[src/rtl/core/lpbd_pkg.sv]
`timescale 1ns / 1ps

package lpbd_pkg;

	localparam int NUM_BANDS = 8;
	localparam int BAND_W    = (NUM_BANDS > 1) ? $clog2(NUM_BANDS) : 1;
	localparam int THERM_W   = $clog2(NUM_BANDS + 1);

	localparam int THR_W     = 8;
	localparam int DIM_W     = 11;
	localparam int BWIDTH_W  = 9;
	localparam int CTR_W     = 10;
	localparam int SPEED_W   = 7;
	localparam int SERVO_W   = 8;
	localparam int PCT_W     = 7;
	localparam int POS_W     = 14;
	localparam int COUNT_W   = 18;

	// edges of the bands: k*band_width for k up to NUM_BANDS
	localparam int MULT_W    = $clog2(NUM_BANDS * 256 + 1);
	localparam int CMP_W     = (MULT_W > CTR_W) ? MULT_W : CTR_W;

	// percentage arithmetic
	localparam int DEN_W     = 19;
	localparam int NUM_W     = 25;
	localparam int DIV_W     = 26;
	localparam int STEP_W    = 3;
	localparam logic [STEP_W-1:0] TOP_STEP = STEP_W'(PCT_W - 1);

	localparam logic [COUNT_W-1:0] COUNT_MAX = {COUNT_W{1'b1}};
	localparam logic [PCT_W-1:0]   PCT_FULL  = PCT_W'(100);
	localparam logic [SERVO_W-1:0] SERVO_LEFT     = SERVO_W'(30);
	localparam logic [SERVO_W-1:0] SERVO_STRAIGHT = SERVO_W'(90);
	localparam logic [SERVO_W-1:0] SERVO_RIGHT    = SERVO_W'(150);

	// configuration port
	localparam int CFG_IDX_W  = 3;
	localparam int CFG_DATA_W = 11;
	localparam logic [CFG_IDX_W-1:0] CFG_THRESHOLD = 3'd0;
	localparam logic [CFG_IDX_W-1:0] CFG_WIDTH     = 3'd1;
	localparam logic [CFG_IDX_W-1:0] CFG_HEIGHT    = 3'd2;
	localparam logic [CFG_IDX_W-1:0] CFG_BAND      = 3'd3;
	localparam logic [CFG_IDX_W-1:0] CFG_CENTER    = 3'd4;
	localparam logic [CFG_IDX_W-1:0] CFG_SLOW      = 3'd5;
	localparam logic [CFG_IDX_W-1:0] CFG_FAST      = 3'd6;

	// queue between front and back
	localparam int QDEPTH = 4;
	localparam int QPTR_W = $clog2(QDEPTH);
	localparam int QCNT_W = $clog2(QDEPTH + 1);

	typedef struct packed {
		logic [THR_W-1:0]    value_threshold;
		logic [DIM_W-1:0]    image_width;
		logic [DIM_W-1:0]    image_height;
		logic [BWIDTH_W-1:0] band_width;
		logic [CTR_W-1:0]    center_position;
		logic [SPEED_W-1:0]  slow_speed;
		logic [SPEED_W-1:0]  fast_speed;
	} cfg_t;

	// one classified pixel
	typedef struct packed {
		logic              sof;
		logic              hit;
		logic [BAND_W-1:0] band;
		logic              frame_end;
	} word_t;

	function automatic logic [DIM_W-1:0] clamp_dim(input logic [DIM_W-1:0] v);
		logic [DIM_W-1:0] r;
		r = v;
		if (v == '0) r = DIM_W'(1);
		else if (v > DIM_W'(1024)) r = DIM_W'(1024);
		return r;
	endfunction

	function automatic logic [BWIDTH_W-1:0] clamp_band(input logic [BWIDTH_W-1:0] v);
		logic [BWIDTH_W-1:0] r;
		r = v;
		if (v == '0) r = BWIDTH_W'(1);
		else if (v > BWIDTH_W'(256)) r = BWIDTH_W'(256);
		return r;
	endfunction

endpackage

[src/rtl/core/lpbd_front.sv]
`timescale 1ns / 1ps

module lpbd_front (
	input  logic                        clk,
	input  logic                        arst_n,
	input  logic                        start,
	input  logic [lpbd_pkg::THR_W-1:0]  blue,
	input  logic [lpbd_pkg::THR_W-1:0]  green,
	input  logic [lpbd_pkg::THR_W-1:0]  red,
	input  logic                        start_of_frame,
	input  lpbd_pkg::cfg_t              cfg,
	input  logic                        q_full,
	output logic                        busy,
	output logic                        push,
	output lpbd_pkg::word_t             word
);
	import lpbd_pkg::*;

	logic [CTR_W-1:0]    col_q, row_q, col, row, w_m1, h_m1;
	logic [DIM_W-1:0]    wc, hc;
	logic [BWIDTH_W-1:0] bwc;
	logic [THR_W-1:0]    mx;
	logic [NUM_BANDS-1:0] past_edge;
	logic [THERM_W-1:0]  band_cnt;
	logic                row_end, frame_end;

	always_comb begin
		wc   = clamp_dim(cfg.image_width);
		hc   = clamp_dim(cfg.image_height);
		bwc  = clamp_band(cfg.band_width);
		w_m1 = CTR_W'(wc - DIM_W'(1));
		h_m1 = CTR_W'(hc - DIM_W'(1));
		col  = start_of_frame ? '0 : col_q;
		row  = start_of_frame ? '0 : row_q;

		mx = blue;
		if (green > mx) mx = green;
		if (red > mx) mx = red;

		// thermometer of band edges passed, its count is the band index
		band_cnt = '0;
		for (int k = 0; k < NUM_BANDS; k++) begin
			past_edge[k] = CMP_W'(col) >= CMP_W'(k + 1) * CMP_W'(bwc);
			band_cnt = band_cnt + THERM_W'(past_edge[k]);
		end

		row_end   = col >= w_m1;
		frame_end = row_end && (row >= h_m1);

		busy = q_full;
		push = start && !q_full;
		word.sof       = start_of_frame;
		word.hit       = (mx <= cfg.value_threshold) && !past_edge[NUM_BANDS-1];
		word.band      = BAND_W'(band_cnt);
		word.frame_end = frame_end;
	end

	always_ff @(posedge clk or negedge arst_n) begin
		if (!arst_n) begin
			col_q <= '0;
			row_q <= '0;
		end else if (push) begin
			if (row_end) begin
				col_q <= '0;
				row_q <= frame_end ? '0 : row + CTR_W'(1);
			end else begin
				col_q <= col + CTR_W'(1);
				row_q <= row;
			end
		end
	end

endmodule

[src/rtl/core/lpbd_queue.sv]
`timescale 1ns / 1ps

module lpbd_queue (
	input  logic            clk,
	input  logic            arst_n,
	input  logic            push,
	input  lpbd_pkg::word_t din,
	input  logic            pop,
	output lpbd_pkg::word_t dout,
	output logic            full,
	output logic            empty
);
	import lpbd_pkg::*;

	word_t             slot_q [QDEPTH];
	logic [QPTR_W-1:0] wr_q, rd_q;
	logic [QCNT_W-1:0] cnt_q;

	assign full  = cnt_q == QCNT_W'(QDEPTH);
	assign empty = cnt_q == '0;
	assign dout  = slot_q[rd_q];

	always_ff @(posedge clk) begin
		if (push) slot_q[wr_q] <= din;
	end

	always_ff @(posedge clk or negedge arst_n) begin
		if (!arst_n) begin
			wr_q  <= '0;
			rd_q  <= '0;
			cnt_q <= '0;
		end else begin
			if (push) wr_q <= wr_q + QPTR_W'(1);
			if (pop) rd_q <= rd_q + QPTR_W'(1);
			case ({push, pop})
				2'b10:   cnt_q <= cnt_q + QCNT_W'(1);
				2'b01:   cnt_q <= cnt_q - QCNT_W'(1);
				default: cnt_q <= cnt_q;
			endcase
		end
	end

	a_no_push_full: assert property (@(posedge clk) disable iff (!arst_n)
		push |-> !full) else $error("word pushed into full queue");
	a_pop_count: assert property (@(posedge clk) disable iff (!arst_n)
		(pop && !push) |=> cnt_q == $past(cnt_q) - QCNT_W'(1))
		else $error("queue fill count lost a pop");

endmodule

[src/rtl/core/lpbd_back.sv]
`timescale 1ns / 1ps

module lpbd_back (
	input  logic                          clk,
	input  logic                          arst_n,
	input  lpbd_pkg::cfg_t                cfg,
	input  logic                          q_empty,
	input  lpbd_pkg::word_t               head,
	output logic                          pop,
	output logic                          done,
	output logic [5:0]                    best_band,
	output logic [lpbd_pkg::PCT_W-1:0]    best_percent,
	output logic [lpbd_pkg::POS_W-1:0]    line_position,
	output logic [lpbd_pkg::SPEED_W-1:0]  left_speed,
	output logic [lpbd_pkg::SPEED_W-1:0]  right_speed,
	output logic [lpbd_pkg::SERVO_W-1:0]  servo_angle
);
	import lpbd_pkg::*;

	typedef enum logic [2:0] {
		ST_RUN, ST_DEN, ST_DEN101, ST_CHECK, ST_DIV, ST_POS, ST_EMIT
	} state_t;

	state_t            state_q;
	logic [COUNT_W-1:0] counts_q [NUM_BANDS];
	logic [DEN_W-1:0]  den_q;
	logic [DIV_W-1:0]  den101_q;
	logic [BAND_W-1:0] idx_q, best_q;
	logic [PCT_W-1:0]  best_pct_q, quo_q;
	logic [NUM_W-1:0]  rem_q;
	logic [STEP_W-1:0] step_q;
	logic [POS_W-1:0]  pos_q;

	logic [BWIDTH_W-1:0] bwc;
	logic [DIM_W-1:0]    hc;
	logic [NUM_W-1:0]    num;
	logic [DIV_W-1:0]    trial;
	logic                ge;
	logic [PCT_W-1:0]    quo_next;
	logic                last_band;

	always_comb begin
		bwc       = clamp_band(cfg.band_width);
		hc        = clamp_dim(cfg.image_height);
		pop       = (state_q == ST_RUN) && !q_empty;
		num       = NUM_W'(counts_q[idx_q]) * NUM_W'(100);
		trial     = DIV_W'(den_q) << step_q;
		ge        = DIV_W'(rem_q) >= trial;
		quo_next  = quo_q | (PCT_W'(ge) << step_q);
		last_band = idx_q == BAND_W'(NUM_BANDS - 1);
	end

	// band counters, cleared at frame start and after each result
	always_ff @(posedge clk or negedge arst_n) begin
		if (!arst_n) begin
			for (int i = 0; i < NUM_BANDS; i++) counts_q[i] <= '0;
		end else if (pop) begin
			for (int i = 0; i < NUM_BANDS; i++) begin
				if (head.sof) begin
					counts_q[i] <= (head.hit && head.band == BAND_W'(i)) ?
						COUNT_W'(1) : '0;
				end else if (head.hit && head.band == BAND_W'(i) &&
						counts_q[i] != COUNT_MAX) begin
					counts_q[i] <= counts_q[i] + COUNT_W'(1);
				end
			end
		end else if (state_q == ST_EMIT) begin
			for (int i = 0; i < NUM_BANDS; i++) counts_q[i] <= '0;
		end
	end

	always_ff @(posedge clk or negedge arst_n) begin
		if (!arst_n) begin
			state_q       <= ST_RUN;
			done          <= 1'b0;
			idx_q         <= '0;
			best_q        <= '0;
			best_pct_q    <= '0;
			quo_q         <= '0;
			step_q        <= '0;
			best_band     <= '0;
			best_percent  <= '0;
			line_position <= '0;
			left_speed    <= '0;
			right_speed   <= '0;
			servo_angle   <= '0;
		end else begin
			done <= 1'b0;
			case (state_q)
				ST_RUN: begin
					if (pop && head.frame_end) state_q <= ST_DEN;
				end
				ST_DEN: begin
					den_q      <= DEN_W'(DEN_W'(bwc) * DEN_W'(hc));
					idx_q      <= '0;
					best_q     <= '0;
					best_pct_q <= '0;
					state_q    <= ST_DEN101;
				end
				ST_DEN101: begin
					den101_q <= DIV_W'(den_q) * DIV_W'(101);
					state_q  <= ST_CHECK;
				end
				ST_CHECK: begin
					if (DIV_W'(num) >= den101_q) begin
						// quotient past 100, clamp
						if (PCT_FULL > best_pct_q) begin
							best_pct_q <= PCT_FULL;
							best_q     <= idx_q;
						end
						idx_q   <= idx_q + BAND_W'(1);
						state_q <= last_band ? ST_POS : ST_CHECK;
					end else begin
						rem_q   <= num;
						quo_q   <= '0;
						step_q  <= TOP_STEP;
						state_q <= ST_DIV;
					end
				end
				ST_DIV: begin
					if (ge) rem_q <= NUM_W'(DIV_W'(rem_q) - trial);
					quo_q <= quo_next;
					if (step_q == '0) begin
						if (quo_next > best_pct_q) begin
							best_pct_q <= quo_next;
							best_q     <= idx_q;
						end
						idx_q   <= idx_q + BAND_W'(1);
						state_q <= last_band ? ST_POS : ST_CHECK;
					end else begin
						step_q <= step_q - STEP_W'(1);
					end
				end
				ST_POS: begin
					pos_q   <= POS_W'(POS_W'(best_q) * POS_W'(bwc) + POS_W'(bwc >> 1));
					state_q <= ST_EMIT;
				end
				ST_EMIT: begin
					done          <= 1'b1;
					best_band     <= 6'(best_q);
					best_percent  <= best_pct_q;
					line_position <= pos_q;
					if (pos_q < POS_W'(cfg.center_position)) begin
						left_speed  <= cfg.slow_speed;
						right_speed <= cfg.fast_speed;
						servo_angle <= SERVO_LEFT;
					end else if (pos_q > POS_W'(cfg.center_position)) begin
						left_speed  <= cfg.fast_speed;
						right_speed <= cfg.slow_speed;
						servo_angle <= SERVO_RIGHT;
					end else begin
						left_speed  <= cfg.fast_speed;
						right_speed <= cfg.fast_speed;
						servo_angle <= SERVO_STRAIGHT;
					end
					state_q <= ST_RUN;
				end
				default: state_q <= ST_RUN;
			endcase
		end
	end

	a_done_from_emit: assert property (@(posedge clk) disable iff (!arst_n)
		done |-> $past(state_q == ST_EMIT)) else $error("result word outside emit");
	a_pct_range: assert property (@(posedge clk) disable iff (!arst_n)
		done |-> best_percent <= PCT_FULL) else $error("percentage above 100");
	a_div_ends: assert property (@(posedge clk) disable iff (!arst_n)
		(state_q == ST_DIV && step_q == '0) |=> state_q != ST_DIV)
		else $error("divider ran past last step");

endmodule

[src/rtl/core/line_position_band_detector_unit.sv]
`timescale 1ns / 1ps

// line position band detector: takes one BGR pixel word per clock (start high,
// busy low) in raster order and counts dark pixels (max of B, G, R at most the
// value threshold) per vertical band. on the last pixel of a frame the back end
// scans the bands: it forms the denominator (ST_DEN, ST_DEN101), then per band
// clamps the percentage to 100 in ST_CHECK or runs a bit-serial divider in
// ST_DIV, then forms position and steering (ST_POS, ST_EMIT). the frame-end
// word passes through the queue first, so the result word comes later when
// earlier words still wait in the queue.
// done is high for exactly one cycle with the result; the receiver cannot
// stall it. pixels keep arriving during the scan into a four-word queue, and
// busy rises only when that queue is full, so the scan fits in line blanking.
// the user must write configuration through cfg_we/cfg_index/cfg_data only
// while no frame result is pending; the block itself does not enforce this.
// unused indexes are ignored

module line_position_band_detector_unit (
	input  logic                              clk,
	input  logic                              arst_n,
	// pixel words
	input  logic                              start,
	output logic                              busy,
	input  logic [lpbd_pkg::THR_W-1:0]        blue,
	input  logic [lpbd_pkg::THR_W-1:0]        green,
	input  logic [lpbd_pkg::THR_W-1:0]        red,
	input  logic                              start_of_frame,
	// configuration writes
	input  logic                              cfg_we,
	input  logic [lpbd_pkg::CFG_IDX_W-1:0]    cfg_index,
	input  logic [lpbd_pkg::CFG_DATA_W-1:0]   cfg_data,
	// result words
	output logic                              done,
	output logic [5:0]                        best_band,
	output logic [lpbd_pkg::PCT_W-1:0]        best_percent,
	output logic [lpbd_pkg::POS_W-1:0]        line_position,
	output logic [lpbd_pkg::SPEED_W-1:0]      left_speed,
	output logic [lpbd_pkg::SPEED_W-1:0]      right_speed,
	output logic [lpbd_pkg::SERVO_W-1:0]      servo_angle
);
	import lpbd_pkg::*;

	cfg_t  cfg_q;
	word_t front_word, head;
	logic  push, pop, q_full, q_empty;

	// configuration registers, reset to the default camera setup
	always_ff @(posedge clk or negedge arst_n) begin
		if (!arst_n) begin
			cfg_q.value_threshold <= THR_W'(50);
			cfg_q.image_width     <= DIM_W'(320);
			cfg_q.image_height    <= DIM_W'(240);
			cfg_q.band_width      <= BWIDTH_W'(40);
			cfg_q.center_position <= CTR_W'(160);
			cfg_q.slow_speed      <= SPEED_W'(50);
			cfg_q.fast_speed      <= SPEED_W'(100);
		end else if (cfg_we) begin
			case (cfg_index)
				CFG_THRESHOLD: cfg_q.value_threshold <= cfg_data[THR_W-1:0];
				CFG_WIDTH:     cfg_q.image_width     <= cfg_data[DIM_W-1:0];
				CFG_HEIGHT:    cfg_q.image_height    <= cfg_data[DIM_W-1:0];
				CFG_BAND:      cfg_q.band_width      <= cfg_data[BWIDTH_W-1:0];
				CFG_CENTER:    cfg_q.center_position <= cfg_data[CTR_W-1:0];
				CFG_SLOW:      cfg_q.slow_speed      <= cfg_data[SPEED_W-1:0];
				CFG_FAST:      cfg_q.fast_speed      <= cfg_data[SPEED_W-1:0];
				default:       cfg_q <= cfg_q;
			endcase
		end
	end

	// front: raster counters, dark test and band lookup
	lpbd_front u_front (
		.clk            (clk),
		.arst_n         (arst_n),
		.start          (start),
		.blue           (blue),
		.green          (green),
		.red            (red),
		.start_of_frame (start_of_frame),
		.cfg            (cfg_q),
		.q_full         (q_full),
		.busy           (busy),
		.push           (push),
		.word           (front_word)
	);

	// short queue so the front keeps taking pixels during the band scan
	lpbd_queue u_queue (
		.clk    (clk),
		.arst_n (arst_n),
		.push   (push),
		.din    (front_word),
		.pop    (pop),
		.dout   (head),
		.full   (q_full),
		.empty  (q_empty)
	);

	// back: band counters, percentage scan and steering decision
	lpbd_back u_back (
		.clk           (clk),
		.arst_n        (arst_n),
		.cfg           (cfg_q),
		.q_empty       (q_empty),
		.head          (head),
		.pop           (pop),
		.done          (done),
		.best_band     (best_band),
		.best_percent  (best_percent),
		.line_position (line_position),
		.left_speed    (left_speed),
		.right_speed   (right_speed),
		.servo_angle   (servo_angle)
	);

endmodule

[config.mk]
export PLATFORM = sky130hd
export DESIGN_NAME = line_position_band_detector_unit
export DESIGN_NICKNAME = d
export VERILOG_FILES = /design/src/rtl/core/lpbd_pkg.sv /design/src/rtl/core/lpbd_front.sv /design/src/rtl/core/lpbd_queue.sv /design/src/rtl/core/lpbd_back.sv /design/src/rtl/core/line_position_band_detector_unit.sv
export SDC_FILE = /design/constraint.sdc
export NUM_CORES = 2
export LEC_CHECK = 0
export BUFFER_PORTS_ARGS = -buffer_cell sky130_fd_sc_hd__buf_4
export CAP_MARGIN = 20
export CORE_UTILIZATION = 50
export CTS_BUF_LIST = sky130_fd_sc_hd__clkbuf_16
export DETAILED_ROUTE_END_ITERATION = 10
export GPL_TIMING_DRIVEN = 0
export HOLD_SLACK_MARGIN = 0.02
export PLACE_DENSITY = 0.77
export SLEW_MARGIN = 20
export SYNTH_ARGS = -nofsm -noshare
export SYNTH_HDL_FRONTEND = slang
export SYNTH_SLANG_ARGS = --single-unit
[constraint.sdc]
create_clock -name clk -period 11.77 [get_ports clk]
set_input_delay 0 -clock clk [delete_from_list [all_inputs] [get_ports clk]]
set_output_delay 0 -clock clk [all_outputs]
set_load 0.005 [all_outputs]
==> metrics.md <==
| Metric | Value |
|---|---|
| Seq pwr share | `25.6%` |
| Antenna violations before repair | `0` |
| CTS max path bufs | `3` |
| Power Density | `215 mW/mm²` |
| Number of DRC markers in iteration 0 | `2588` |
| Status | `finished clean` |
| DP Worst Slack | `2.86 ns` |
| Mapped Area | `0.0345 mm²` |
| Row count | `95` |
| Area share of fa/ha/maj cells after synthesis | `23.0%` |
| Power share of the clock group | `17.8%` |
| Switching pwr | `3.63 mW` |
| Vias | `27800` |
| Residual DRC | `0` |
| Initial DRT Pass Iterations | `6` |
| DR WL met3 | `5710 µm` |
| Setup WS post-layout | `2.70 ns` |
| Die H | `265 µm` |
| Final setup fails | `0` |
| Seq/Total Area, Yosys | `31.3%` |
| Post-CTS sizing | `0` |
| Overflow after GRT | `0` |
| CTS Sinks | `410` |
| Antenna Cells | `0` |
| Port Buffers | `85` |
| Yosys reg bits | `410` |
| EDFF count, synth | `107` |
| Slew @ Worst Pin | `1.18 ns` |
| Met2 Wirelength | `41900 µm` |
| CP dominant cell by count | `ha_1` |
| Worst setup path startpoint | `u_back.idx_q[1]` |
| Mean post-synth cell area | `9.38 µm²` |
| Number of max-cap violations | `0` |
| Post-synthesis cell type count | `91` |
| Total Routing Usage GR | `25.6%` |
| Main flop type after synthesis | `dfrtp_1` |
| Xor/xnor share of the synthesized area | `4.97%` |
| Share of layout cells above drive strength 1 | `8.93%` |
| Post-synth ARST share | `73.9%` |
| Post-DP HPWL | `68000 µm` |
| Syn. warnings | `0` |
| Pin count of the biggest net entering global routing | `91` |
| DRT Wirelength | `88900 µm` |
| Post-synthesis mux area share | `6.47%` |
| Final slew viol count | `0` |
| GPL Wtd Cong | `0.955` |
| Top layer in use | `met4` |
| CP Capture Type | `flop` |
| Post-DR vias/cell | `5.85` |
| Hold path startpoint | `start` |
| Final net count | `4447` |
| Combinational power share | `56.6%` |
| Core area | `0.0678 mm²` |
| Worst skew pair latency | `0.62 ns` |
| ANT nets after route | `0` |
| Worst EP required | `12.07 ns` |
| Syn Inst Count | `3680` |
| Sw Share | `44.1%` |
| Final count of hold timing violations | `0` |
| Synth-to-Final Area Change | `10.7%` |
| Max VDD drop | `0.000192 V` |
| Cts bufs inserted | `46` |
| Min-delay worst type | `primary input to flop` |
| Wire per inst | `18.7 µm` |
| Setup TNS | `0 ns` |
| Leakage power figure | `18.3 nW` |
| Vias in the first global route | `27500` |
| Largest family of logic cells by synthesized area | `adder cells` |
| Internal power | `4.60 mW` |
| Crit path largest cell delay | `0.65 ns` |
| Clk_skew | `0.0396 ns` |
| DRT met1 WL | `38000 µm` |
| Starting density of the core | `51.0%` |
| Die X | `265 µm` |
| # H-tree levels | `2` |
| Start of the worst register-to-register path | `u_back.idx_q[1]` |
| Clock transition at path regs | `0.06 ns` |
| CP Launch Type | `flop` |
| Clock root buffer | `clkbuf_16` |
| Boundary Pins | `94` |
| Final Hold Slack | `0.161 ns` |
| Die area | `0.0701 mm²` |
| Post-synthesis compound-gate area fraction | `12.3%` |
| CTS tree | `done` |
| Setup CP Type | `flop to flop` |
| WP data arrival | `9.37 ns` |
| Fmax | `110 MHz` |
| Period utilisation layout | `77.1%` |
| Setup Fix Bufs, Post-CTS | `0` |
| Simple-gate share of the synthesized area | `16.0%` |
| Slew margin rel. | `21.1%` |
| Fill cell count | `5809` |
| Crit-path slowest cell | `buf_1` |
| Crit path time final | `9.07 ns` |
| Cts hold-fix bufs | `24` |
| Unrepaired setup endpoints after global routing | `false` |
| First-pass GRT wire length | `144000 µm` |
| Worst-path fanout max | `16` |
## worst max-delay path: cells and delay by family, from the launching register on
family | cells | cell delay (ns)
AO/OA/AOI/OAI | 10 | 2.71
buffers and inverters | 8 | 2.48
adder cells (fa/ha/maj) | 5 | 1.80
AND/OR/NAND/NOR | 4 | 0.78
multiplexers | 1 | 0.40
flip-flops | 1 | 0.35
XOR/XNOR | 1 | 0.23
## cell usage after synthesis, types with 44 or more instances
cell | instances | area [µm²]
dfrtp_1 | 284 | 7110
a21o_1 | 59 | 443
nor2b_1 | 63 | 394
o21ai_0 | 232 | 1160
a21oi_1 | 171 | 856
nor2_1 | 236 | 886
xnor2_1 | 107 | 937
edfxtp_1 | 107 | 3210
nand2_1 | 430 | 1610
nand4_1 | 50 | 313
nand3_1 | 84 | 420
inv_1 | 409 | 1540
xor2_1 | 89 | 780
o21a_1 | 47 | 353
ha_1 | 420 | 5260
nor3_1 | 53 | 265
mux4_2 | 52 | 1170
mux2_2 | 53 | 597
fa_1 | 134 | 2680
nand2b_1 | 46 | 288
mux2i_1 | 44 | 440
clkbuf_1 | 100 | 375
## cells by family (layout without fill, tap and decap cells)
family                     Yosys count  in the layout
other                                1              6
DFF                                410            410
and+or+nand+nor                   1147           1147
buffers and inverters              538            740
xor gates and xnor gates           196            196
muxes                              150            150
adders and majority gates          554            554
AOI/OAI and AO/OA                  684            684
## final cells by class
class | count | area [µm²] | share of cell area, %
well taps | 873 | 1090 | 2.86
plain buffers | 123 | 507 | 1.33
multi-input cells | 2737 | 21700 | 56.8
flip-flops and latches | 410 | 10800 | 28.3
repair buffers | 117 | 1030 | 2.68
clock inverters | 38 | 354 | 0.926
inverters | 415 | 1560 | 4.07
clock buffers | 47 | 1180 | 3.08
## state kept, by name, indices dropped and copies added (netlist names), 5 cells and up
name / flops
cfg_q: 63
u_back.best_pct_q: 7
u_back.best_percent: 7
u_back.counts_q: 144
u_back.den101_q: 26
u_back.den_q: 19
u_back.left_speed: 7
u_back.line_position: 13
u_back.pos_q: 13
u_back.quo_q: 7
u_back.rem_q: 25
u_back.right_speed: 7
u_back.servo_angle: 5
u_front.col_q: 10
u_front.row_q: 10
u_queue.slot_q: 24
## path summary, 6_finish.rpt
kind,slack (ns),end,cells after the start
max,2.70,u_back.rem_q[20],29
min,0.16,u_front.row_q[3],5
max reg2reg,2.70,u_back.rem_q[20],29
min reg2reg,0.47,u_front.col_q[8],2
max in group asynchronous,9.71,u_back.line_position[11],4
min in group asynchronous,0.48,cfg_q[31],3
## layout by cell type, fill, tap and decap left out, types with 11 or more instances in the layout
| cell | count |
|---|---|
| nand2_1 | 430 |
| ha_1 | 420 |
| inv_1 | 416 |
| dfrtp_1 | 284 |
| nor2_1 | 236 |
| o21ai_0 | 232 |
| a21oi_1 | 171 |
| fa_1 | 134 |
| xnor2_1 | 107 |
| edfxtp_1 | 107 |
| clkbuf_1 | 98 |
| buf_4 | 96 |
| xor2_1 | 89 |
| nand3_1 | 84 |
| nor2b_1 | 61 |
| a21o_1 | 59 |
| mux2_2 | 53 |
| nor3_1 | 53 |
| mux4_2 | 52 |
| nand4_1 | 50 |
| o21a_1 | 47 |
| clkbuf_16 | 47 |
| nand2b_1 | 46 |
| mux2i_1 | 44 |
| and3_1 | 39 |
| and2_1 | 33 |
| or3_1 | 31 |
| dlygate4sd3_1 | 24 |
| a31oi_1 | 19 |
| o21bai_1 | 19 |
| dfstp_2 | 19 |
| a211oi_1 | 17 |
| and4_1 | 16 |
| clkinv_1 | 14 |
| nor4_1 | 12 |
| o31ai_1 | 11 |
## layer usage
metal  global-route usage, %  vias to the layer above
met4                    9.51                        0
met1                    34.2                    13600
met3                    2.93                      189
met2                    42.6                     1030
li1                        -                    13100
met5                       0                        -
## per-stage QoR
step                utilization (%)  power (mW)  cell area (µm²)  instances
floorplan                         -        5.48            34600       3685
global placement               53.6        6.55            36300       4643
detailed placement             53.8        6.70            36500       4651
CTS                            56.4        8.21            38200       4760
global route                   56.4        8.91            38200       4760
finish                         56.4        8.22            38200       4760
## power by group through the flow
stage | clock [mW] | combinational [mW] | sequential (mW)
6_report | 1.46 | 4.66 | 2.11
5_1_grt | 1.54 | 5.24 | 2.13
4_1_cts | 1.48 | 4.62 | 2.10
3_5_place_dp | 0 | 4.58 | 2.12
3_3_place_gp | 0 | 4.44 | 2.12
2_1_floorplan | 0 | 3.45 | 2.04
Power figures use the tool's default switching activity.
